## config.mk

```make
export PLATFORM = sky130hd
export DESIGN_NAME = farthest_point_from_segment
export DESIGN_NICKNAME = d
export VERILOG_FILES = /design/src/rtl/fps_pkg.sv /design/src/rtl/farthest_point_from_segment.sv /design/src/rtl/fps_root.sv
export SDC_FILE = /design/constraint.sdc
export NUM_CORES = 2
export LEC_CHECK = 0
export BUFFER_PORTS_ARGS = -buffer_cell sky130_fd_sc_hd__buf_2
export CAP_MARGIN = 10
export CORE_UTILIZATION = 38
export CTS_CLUSTER_SIZE = 40
export DETAILED_ROUTE_END_ITERATION = 10
export PLACE_DENSITY_LB_ADDON = 0.25
export SYNTH_ARGS = -nofsm -noshare
export SYNTH_HDL_FRONTEND = slang
export SYNTH_SLANG_ARGS = --single-unit
```

## constraint.sdc

```tcl
create_clock -name clk -period 9.85 [get_ports clk]
set_clock_uncertainty 0.05 [all_clocks]
set_input_delay 0.985 -clock clk [delete_from_list [all_inputs] [get_ports clk]]
set_output_delay 0.985 -clock clk [all_outputs]
set_load 0.02 [all_outputs]
```

## src/rtl/fps_pkg.sv

```systemverilog
package fps_pkg;

	localparam int FPS_MAX_POINTS = 4096;
	localparam int FPS_COORD_BITS = 16;

	localparam int CFG_IDX_W = 2;
	localparam int CRD_W     = 16;
	localparam int DIST_W    = 17;
	localparam int IDX_W     = 12;

	// shared multiplier and root search widths
	localparam int OPND_W = 18;
	localparam int PROD_W = 36;
	localparam int ROOT_W = 17;
	localparam int WGT_W  = 34;
	localparam int NUM_W  = 66;
	localparam int ACC_W  = 70;

	localparam logic [CFG_IDX_W-1:0] REG_SEG_START_X = 2'd0;
	localparam logic [CFG_IDX_W-1:0] REG_SEG_START_Y = 2'd1;
	localparam logic [CFG_IDX_W-1:0] REG_SEG_END_X   = 2'd2;
	localparam logic [CFG_IDX_W-1:0] REG_SEG_END_Y   = 2'd3;

	typedef struct packed {
		logic signed [CRD_W-1:0] point_x;
		logic signed [CRD_W-1:0] point_y;
		logic                    last_point;
	} fps_in_t;

	typedef struct packed {
		logic [DIST_W-1:0] max_distance;
		logic [IDX_W-1:0]  max_index;
		logic              count_overflow;
	} fps_out_t;

	typedef enum logic [2:0] {
		ST_IDLE,
		ST_MUL,
		ST_ROOT_GO,
		ST_ROOT_WAIT,
		ST_FIN
	} fps_state_t;

	typedef enum logic [3:0] {
		OP_CR_A,
		OP_CR_B,
		OP_DOT_A,
		OP_DOT_B,
		OP_LEN_A,
		OP_LEN_B,
		OP_DD_A,
		OP_DD_B,
		OP_SQ_HH,
		OP_SQ_HL,
		OP_SQ_LL,
		OP_NONE
	} fps_op_t;

	typedef struct packed {
		logic              start;
		logic [NUM_W-1:0]  num;
		logic [WGT_W-1:0]  weight;
	} fps_req_t;

	typedef struct packed {
		logic              busy;
		logic [ROOT_W-1:0] root;
	} fps_rsp_t;

endpackage

```

## src/rtl/farthest_point_from_segment.sv

```systemverilog
// Farthest point from a segment. Write the segment endpoints through the
// register port while idle, then stream the points of a run; the point with
// last_point set closes the run and yields one item with the largest distance
// (unsigned integer Q17.0, truncated), the index of the first point reaching it,
// and a flag if the run held more than MAX_POINTS points. A point is taken only
// while idle and passes through one shared 18x18 multiplier for the cross, dot,
// length and squared distance products and the square of the cross product, a
// root search start step, a bit-serial root search that resolves one distance
// bit per cycle, a step that sees the search done, and a finish step. A point
// past the limit goes straight to the finish step. A closing point waits there
// only while a previous result has not yet been taken.
module farthest_point_from_segment import fps_pkg::*; #(
	parameter int MAX_POINTS = FPS_MAX_POINTS,
	parameter int COORD_BITS = FPS_COORD_BITS
) (
	input  logic                 clk,
	input  logic                 arst_n,
	input  logic                 cfg_write,
	input  logic [CFG_IDX_W-1:0] cfg_index,
	input  logic [CRD_W-1:0]     cfg_data,
	input  logic                 in_valid,
	output logic                 in_ready,
	input  fps_in_t              in_data,
	output logic                 out_valid,
	input  logic                 out_ready,
	output fps_out_t             out_data
);

	localparam int CNT_W   = $clog2(MAX_POINTS + 1);
	localparam int CW      = (COORD_BITS < CRD_W) ? COORD_BITS : CRD_W;
	localparam int CRD_XW  = CRD_W + 1;
	localparam logic [CRD_W-1:0]  CRD_MASK   = CRD_W'((33'd1 << CW) - 33'd1);
	localparam logic [CRD_XW-1:0] CRD_SPAN   = CRD_XW'(33'd1 << CW);
	localparam bit                CRD_SIGNED = (COORD_BITS <= CRD_W);

	function automatic logic signed [CRD_XW-1:0] to_coord(input logic [CRD_W-1:0] raw);
		logic [CRD_W-1:0]  v;
		logic [CRD_XW-1:0] u;
		v = raw & CRD_MASK;
		u = {1'b0, v};
		if (CRD_SIGNED && v[CW-1]) begin
			u = u - CRD_SPAN;
		end
		return $signed(u);
	endfunction

	fps_state_t state_q, state_nxt;
	fps_op_t    op_q, op_s1;

	logic [CRD_W-1:0] seg_sx_q, seg_sy_q, seg_ex_q, seg_ey_q;

	logic signed [CRD_XW-1:0] ax, ay, bx, by, px, py;
	logic signed [OPND_W-1:0] ux, uy, dx_in, dy_in;
	logic signed [OPND_W-1:0] dx_q, dy_q;
	logic                     last_q, skip_q;

	logic signed [OPND_W-1:0] mul_a, mul_b;
	logic signed [PROD_W-1:0] prod_s1;
	logic signed [PROD_W-1:0] cr_q, dot_q;
	logic [PROD_W-1:0]        cr_abs;
	logic [ROOT_W-1:0]        cr_hi, cr_lo;
	logic [WGT_W-1:0]         len_q, dd_q;
	logic [NUM_W-1:0]         crsq_q;
	logic                     in_span;

	fps_req_t srch_req;
	fps_rsp_t srch_rsp;

	logic [DIST_W-1:0]      best_q, best_nxt;
	logic [IDX_W-1:0]       pos_q, pos_nxt, pos_now;
	logic [CNT_W-1:0]       points_seen_q;
	logic [CNT_W+IDX_W-1:0] cnt_wide;
	logic                   ovf_q, ovf_nxt;
	logic                   better;
	logic                   skip_in;
	logic                   accept;
	logic                   fin_go;
	logic                   root_start;
	logic                   out_valid_q;
	fps_out_t               out_q;

	// configuration registers
	always_ff @(posedge clk or negedge arst_n) begin
		if (!arst_n) begin
			seg_sx_q <= '0;
			seg_sy_q <= '0;
			seg_ex_q <= '0;
			seg_ey_q <= '0;
		end else if (cfg_write) begin
			case (cfg_index)
				REG_SEG_START_X: seg_sx_q <= cfg_data;
				REG_SEG_START_Y: seg_sy_q <= cfg_data;
				REG_SEG_END_X:   seg_ex_q <= cfg_data;
				REG_SEG_END_Y:   seg_ey_q <= cfg_data;
				default: ;
			endcase
		end
	end

	assign ax    = to_coord(seg_sx_q);
	assign ay    = to_coord(seg_sy_q);
	assign bx    = to_coord(seg_ex_q);
	assign by    = to_coord(seg_ey_q);
	assign px    = to_coord(in_data.point_x);
	assign py    = to_coord(in_data.point_y);
	assign ux    = OPND_W'(bx) - OPND_W'(ax);
	assign uy    = OPND_W'(by) - OPND_W'(ay);
	assign dx_in = OPND_W'(px) - OPND_W'(ax);
	assign dy_in = OPND_W'(py) - OPND_W'(ay);

	assign skip_in = (points_seen_q >= CNT_W'(MAX_POINTS));
	assign accept  = in_valid && in_ready;

	// sequencer
	always_ff @(posedge clk or negedge arst_n) begin
		if (!arst_n) begin
			state_q <= ST_IDLE;
			op_q    <= OP_NONE;
			op_s1   <= OP_NONE;
		end else begin
			state_q <= state_nxt;
			op_s1   <= (state_q == ST_MUL) ? op_q : OP_NONE;
			if (state_q == ST_IDLE) begin
				op_q <= OP_CR_A;
			end else if (state_q == ST_MUL && op_q != OP_NONE) begin
				op_q <= fps_op_t'(op_q + 4'd1);
			end
		end
	end

	always_comb begin
		state_nxt = state_q;
		case (state_q)
			ST_IDLE: begin
				if (in_valid) begin
					state_nxt = skip_in ? ST_FIN : ST_MUL;
				end
			end
			ST_MUL: begin
				if (op_q == OP_NONE) begin
					state_nxt = ST_ROOT_GO;
				end
			end
			ST_ROOT_GO: state_nxt = ST_ROOT_WAIT;
			ST_ROOT_WAIT: begin
				if (!srch_rsp.busy) begin
					state_nxt = ST_FIN;
				end
			end
			ST_FIN: begin
				if (fin_go) begin
					state_nxt = ST_IDLE;
				end
			end
			default: state_nxt = ST_IDLE;
		endcase
	end

	always_comb begin
		in_ready   = 1'b0;
		root_start = 1'b0;
		fin_go     = 1'b0;
		case (state_q)
			ST_IDLE:    in_ready   = 1'b1;
			ST_ROOT_GO: root_start = 1'b1;
			ST_FIN:     fin_go     = !last_q || !out_valid_q || out_ready;
			default: ;
		endcase
	end

	always_ff @(posedge clk) begin
		if (accept) begin
			dx_q   <= dx_in;
			dy_q   <= dy_in;
			last_q <= in_data.last_point;
			skip_q <= skip_in;
		end
	end

	// shared multiplier
	assign cr_abs = cr_q[PROD_W-1] ? PROD_W'(-cr_q) : PROD_W'(cr_q);
	assign cr_hi  = cr_abs[2*ROOT_W-1:ROOT_W];
	assign cr_lo  = cr_abs[ROOT_W-1:0];

	always_comb begin
		mul_a = '0;
		mul_b = '0;
		case (op_q)
			OP_CR_A:  begin mul_a = dx_q; mul_b = uy; end
			OP_CR_B:  begin mul_a = dy_q; mul_b = ux; end
			OP_DOT_A: begin mul_a = dx_q; mul_b = ux; end
			OP_DOT_B: begin mul_a = dy_q; mul_b = uy; end
			OP_LEN_A: begin mul_a = ux;   mul_b = ux; end
			OP_LEN_B: begin mul_a = uy;   mul_b = uy; end
			OP_DD_A:  begin mul_a = dx_q; mul_b = dx_q; end
			OP_DD_B:  begin mul_a = dy_q; mul_b = dy_q; end
			OP_SQ_HH: begin mul_a = $signed({1'b0, cr_hi}); mul_b = $signed({1'b0, cr_hi}); end
			OP_SQ_HL: begin mul_a = $signed({1'b0, cr_hi}); mul_b = $signed({1'b0, cr_lo}); end
			OP_SQ_LL: begin mul_a = $signed({1'b0, cr_lo}); mul_b = $signed({1'b0, cr_lo}); end
			default: ;
		endcase
	end

	always_ff @(posedge clk) begin
		prod_s1 <= mul_a * mul_b;
		case (op_s1)
			OP_CR_A:  cr_q   <= prod_s1;
			OP_CR_B:  cr_q   <= cr_q - prod_s1;
			OP_DOT_A: dot_q  <= prod_s1;
			OP_DOT_B: dot_q  <= dot_q + prod_s1;
			OP_LEN_A: len_q  <= prod_s1[WGT_W-1:0];
			OP_LEN_B: len_q  <= len_q + prod_s1[WGT_W-1:0];
			OP_DD_A:  dd_q   <= prod_s1[WGT_W-1:0];
			OP_DD_B:  dd_q   <= dd_q + prod_s1[WGT_W-1:0];
			OP_SQ_HH: crsq_q <= NUM_W'(prod_s1[NUM_W-2*ROOT_W-1:0]) << (2 * ROOT_W);
			OP_SQ_HL: crsq_q <= crsq_q + (NUM_W'(prod_s1[2*ROOT_W-1:0]) << (ROOT_W + 1));
			OP_SQ_LL: crsq_q <= crsq_q + NUM_W'(prod_s1[2*ROOT_W-1:0]);
			default: ;
		endcase
	end

	// projection inside the segment: perpendicular distance, else distance to start
	assign in_span = (len_q != '0) && !dot_q[PROD_W-1]
		&& (dot_q <= $signed(PROD_W'(len_q)));

	assign srch_req.start  = root_start;
	assign srch_req.num    = in_span ? crsq_q : NUM_W'(dd_q);
	assign srch_req.weight = in_span ? len_q : WGT_W'(1);

	fps_root u_root (
		.clk    (clk),
		.arst_n (arst_n),
		.req    (srch_req),
		.rsp    (srch_rsp)
	);

	// run tracking
	assign cnt_wide = {{IDX_W{1'b0}}, points_seen_q};
	assign pos_now  = cnt_wide[IDX_W-1:0];
	assign better   = !skip_q && (srch_rsp.root > best_q);
	assign best_nxt = better ? srch_rsp.root : best_q;
	assign pos_nxt  = better ? pos_now : pos_q;
	assign ovf_nxt  = ovf_q | skip_q;

	always_ff @(posedge clk or negedge arst_n) begin
		if (!arst_n) begin
			best_q        <= '0;
			pos_q         <= '0;
			points_seen_q <= '0;
			ovf_q         <= 1'b0;
			out_valid_q   <= 1'b0;
		end else begin
			if (fin_go && last_q) begin
				out_valid_q <= 1'b1;
			end else if (out_ready) begin
				out_valid_q <= 1'b0;
			end
			if (fin_go) begin
				if (last_q) begin
					best_q        <= '0;
					pos_q         <= '0;
					points_seen_q <= '0;
					ovf_q         <= 1'b0;
				end else begin
					best_q <= best_nxt;
					pos_q  <= pos_nxt;
					ovf_q  <= ovf_nxt;
					if (!skip_q) begin
						points_seen_q <= points_seen_q + CNT_W'(1);
					end
				end
			end
		end
	end

	always_ff @(posedge clk) begin
		if (fin_go && last_q) begin
			out_q.max_distance   <= best_nxt;
			out_q.max_index      <= pos_nxt;
			out_q.count_overflow <= ovf_nxt;
		end
	end

	assign out_valid = out_valid_q;
	assign out_data  = out_q;

	assert property (@(posedge clk) disable iff (!arst_n)
		srch_rsp.busy |-> state_q == ST_ROOT_WAIT)
		else $error("root search running outside its wait state");

	assert property (@(posedge clk) disable iff (!arst_n)
		points_seen_q <= CNT_W'(MAX_POINTS))
		else $error("point count above limit");

	assert property (@(posedge clk) disable iff (!arst_n)
		fin_go && last_q |=> out_valid && points_seen_q == '0 && !ovf_q && best_q == '0)
		else $error("run end did not emit and clear");

	assert property (@(posedge clk) disable iff (!arst_n)
		state_q == ST_FIN && !fin_go |-> last_q && out_valid_q && !out_ready)
		else $error("finish stalled without a pending item");

endmodule

```

## src/rtl/fps_root.sv

```systemverilog
module fps_root import fps_pkg::*; (
	input  logic     clk,
	input  logic     arst_n,
	input  fps_req_t req,
	output fps_rsp_t rsp
);

	logic [NUM_W-1:0]  num_q;
	logic [ACC_W-1:0]  s_q;
	logic [ACC_W-1:0]  a_q;
	logic [ACC_W-1:0]  b_q;
	logic [ACC_W-1:0]  trial;
	logic [ROOT_W-1:0] mask_q;
	logic [ROOT_W-1:0] root_q;
	logic              busy_q;
	logic              fits;

	// largest root with root^2 * weight <= num, one bit per cycle
	assign trial = s_q + a_q + b_q;
	assign fits  = (trial <= ACC_W'(num_q));

	always_ff @(posedge clk or negedge arst_n) begin
		if (!arst_n) begin
			busy_q <= 1'b0;
			mask_q <= '0;
		end else if (req.start) begin
			busy_q <= 1'b1;
			mask_q <= {1'b1, {(ROOT_W-1){1'b0}}};
		end else if (busy_q) begin
			mask_q <= mask_q >> 1;
			if (mask_q[0]) begin
				busy_q <= 1'b0;
			end
		end
	end

	always_ff @(posedge clk) begin
		if (req.start) begin
			num_q  <= req.num;
			s_q    <= '0;
			a_q    <= '0;
			b_q    <= ACC_W'(req.weight) << (2 * (ROOT_W - 1));
			root_q <= '0;
		end else if (busy_q) begin
			if (fits) begin
				s_q    <= trial;
				a_q    <= (a_q >> 1) + b_q;
				root_q <= root_q | mask_q;
			end else begin
				a_q <= a_q >> 1;
			end
			b_q <= b_q >> 2;
		end
	end

	assign rsp.busy = busy_q;
	assign rsp.root = root_q;

	assert property (@(posedge clk) disable iff (!arst_n)
		busy_q |-> $onehot(mask_q))
		else $error("root search bit mask not one-hot");

	assert property (@(posedge clk) disable iff (!arst_n)
		busy_q && !$past(req.start) |-> s_q <= ACC_W'(num_q))
		else $error("root search partial square exceeds target");

endmodule
```

==> metrics.md <==
| Metric | Value |
|---|---|
| Clock root buffer | clkbuf_16 |
| CP max FO | 13 |
| Synth Instances | 7275 |
| TritonCTS Buffers | 90 |
| Detailed Place HPWL | between 150 and 200 mm |
| Status | completed |
| Relative slew slack | a little under a quarter |
| CP most frequent cell | fa_1 |
| Dpl ws | -0.0649 ns |
| Area share of the largest cell type after synthesis | between 10% and 20% |
| Routed len/inst | around 20 um |
| Row cnt | about 150 |
| Clock Tree Buf Depth | 3 |
| Vias per cell | approximately 5.5 |
| Router iterations before antenna repair | 6 |
| Post-route ant nets | 0 |
| Reg-to-Reg End | prod_s1[34] |
| Placed Area | 70500 sq um |
| # setup viols final | 0 |
| Die Wd | around 420 um |
| Simple-gate area share of the yosys netlist | between 10% and 20% |
| Grt ovf | 0 |
| Clock tree sinks | 736 |
| Seq/Total Area, Yosys | approximately 29% |
| Initial Util | between 30% and 40% |
| Total number of vias | roughly 54000 |
| Clock latency on the worst-skew pair | between 0.7 and 0.8 ns |
| Area Growth Syn to Fin | 11.5% |
| Vias in the first global route | ~53000 |
| Multiplexer share of the synthesized area | 4.07% |
| Post-Synth Adder-Cell Area | a little under a quarter |
| CTS tree | yes |
| Post-Synth XOR/XNOR Area | under 10% |
| Fill cell count | around 17000 |
| Biggest area consumer among synthesized cells | edfxtp_1 |
| Critical Path AT | just over 10 ns |
| Worst setup endpoint | prod_s1[34] |
| Critical Path RT | around 10 ns |
| Syn_nets | 8360 |
| Residual DRC count | 0 |
| Synth Area in Compound Gates | between 10% and 20% |
| Worst Setup SP | cr_q[9] |
| Levels on crit path | 31 |
| Diode count | 0 |
| Post-Layout Cell Count | 9804 |
| Pin count of the biggest net entering global routing | 110 |
| Most common cell in the netlist | nand2_1 |
| #FFs+latches synth | 736 |
| Core Area | 174000 sq um |
| CTS Hold Bufs | 0 |
| I/O pins | 88 |
| Final Instance Area | 74200 sq um |
| Max incr delay on CP | 0.58 ns |
| Fmax | approximately 0.10 GHz |
| Drt initial violations | roughly 3500 |
| Max-capacitance violation count | 0 |
| YS warnings | 0 |
| Initial antenna violation count | 2 |
| Fin Hold WS | between 0.2 and 0.3 ns |
| First-pass GRT wire length | 307 mm |
| Synth area leaders | edfxtp_1 (17%), fa_1 (12%), ha_1 (12%) |
| Clk slew on worst S/H paths | 0.06 ns |
| H-tree depth | 3 |
| Crit path buffers/inverters | 5 |
| Top_reg_cell synth | edfxtp_1 |
| Layout cell share with drive strength beyond 1 | a little under a tenth |
| Min cycle time layout | approximately 9.6 ns |
| Final worst path period share | between 90% and 100% |
| Async set-or-reset flop fraction in the synthesized netlist | about a fifth |
| Post-synth top cells | nand2_1 (731), inv_1 (711), ha_1 (621) |
| Number of synthesized flops with an enable pin | around 370 |
| Mean post-synth cell area | slightly above 9 sq um |
| Port Buf Inserts | 87 |
| Worst slew pin tran | ~1.2 ns |
| Fin. max-slew vios | 0 |
| Die Area | 177000 sq um |
| Netlist cell types | slightly below 90 |
| Final worst slack | around 0.27 ns |
| Largest family of logic cells by synthesized area | adder cells |
| Cells on worst reg2reg path | 31 |
| Setup crit start kind | register |
| Post-synthesis instance area | around 67000 sq um |
| Final hold violations | 0 |
| Worst r2r src | cr_q[9] |
| CP max-delay cell | fa_1 |
| GR Util All Layers | 22.2% |
| Top delay family on crit path | adder cells |
| Routed WL | approximately 200 mm |
| Fin nets | roughly 8500 |
| Die Y-Extent | between 400 and 500 um |
| Class of the worst hold path | input pin to asynchronous set/reset pin |
| Crit. End Element | register |
| Routability cong. | approximately 0.94 |
| Placed Cells | between 9000 and 10000 |
| Reg-to-reg setup timing slack | 0.27 ns |
| Crit Path Category | register to register |
flip-flops by register name (all words and copies together) (netlist names), 12 cells and up:
name and cells:
len_q 34, seg_sy_q 16, dx_q 18, seg_ex_q 16, seg_ey_q 16, pos_q 12, cr_q 36, dd_q 34
out_data 30, best_q 17, u_root.s_q 70, u_root.a_q 70, crsq_q 66, u_root.num_q 66, dy_q 18, prod_s1 36
seg_sx_q 16, u_root.mask_q 17, points_seen_q 13, u_root.b_q 66, u_root.root_q 17, dot_q 36
worst register-to-register path, delay by kind of cell, from the launching register on:
kind | cells | cell delay [ns]
AOI/OAI and AO/OA | 11 | 2.57
xor gates and xnor gates | 2 | 0.32
adders and majority gates | 7 | 3.19
buffers and inverters | 5 | 0.56
DFF | 1 | 0.38
and+or+nand+nor | 6 | 2.41
through the flow:
step / utilization [%] / setup TNS [ns]
final: 42.7 / 0
after global routing: 42.7 / -0.0551
after CTS: 42.4 / 0
after detailed placement: 40.6 / -0.0965
after global placement: 40.6 / -0.0742
after floorplan: - / 0
final cells by class:
| cell class | instances | area, sq um | area share (%) |
|---|---|---|---|
| Clock buffer | 120 | 2570 | 3.46 |
| Inverter | 713 | 2690 | 3.62 |
| Clock inverter | 47 | 574 | 0.774 |
| Timing Repair Buffer | 302 | 2150 | 2.90 |
| Multi-Input combinational cell | 5561 | 44100 | 59.5 |
| Sequential cell | 736 | 19200 | 25.9 |
| Tap cell | 2325 | 2910 | 3.92 |
cell families (layout without fill, tap and decap cells):
family / after synthesis / in the layout
buffers and inverters: 978 / 1182
DFF: 736 / 736
adders and majority gates: 1029 / 1029
muxes: 257 / 257
and+or+nand+nor: 1991 / 1991
xor gates and xnor gates: 425 / 425
AOI/OAI and AO/OA: 1859 / 1859
worst min path at each step:
stage / from / end / slack [ns] / cells after the start
floorplan: u_root.s_q[61] / u_root.s_q[61] / 0.39 / 2
global placement: u_root.s_q[61] / u_root.s_q[61] / 0.40 / 2
detailed placement: u_root.s_q[23] / u_root.s_q[23] / 0.41 / 2
CTS: arst_n / seg_sx_q[11] / 0.25 / 1
global route: arst_n / seg_ex_q[9] / 0.30 / 1
finish: arst_n / seg_ex_q[9] / 0.26 / 1
metal layers:
layer	vias to the layer above	global-route usage (%)	part of all wire, %
met5	-	0	0
met4	0	8.52	4.0
met3	315	2.38	4.0
met2	1212	36.5	47
met1	26200	29.8	45
li1	25900	-	-
what timing repair did:
item                                    4_1_cts  5_1_grt
pin swaps                                     2       35
resized for setup                             7       78
buffers inserted                              1       12
endpoints found under the setup margin        3        7
placed cells by master, fill, tap and decap left out, types with 83 or more instances in the layout:
master     count
xnor2_1      232
a21o_1       214
mux2i_1      150
nand2b_1      83
dfxtp_1      225
nand2_1      728
xor2_1       188
buf_4        204
o21ai_0      476
nor3_1        91
mux2_2       107
dfrtp_1      130
edfxtp_1     374
nor2_1       489
a21oi_1      470
fa_1         402
ha_1         609
nand3_1      121
inv_1        704
and2_1        99
nor2b_1       96
clkbuf_16     92
buf_2         86
Power is not shown: default switching activity piles up to over one toggle a cycle in this logic, so the estimate is an artifact.
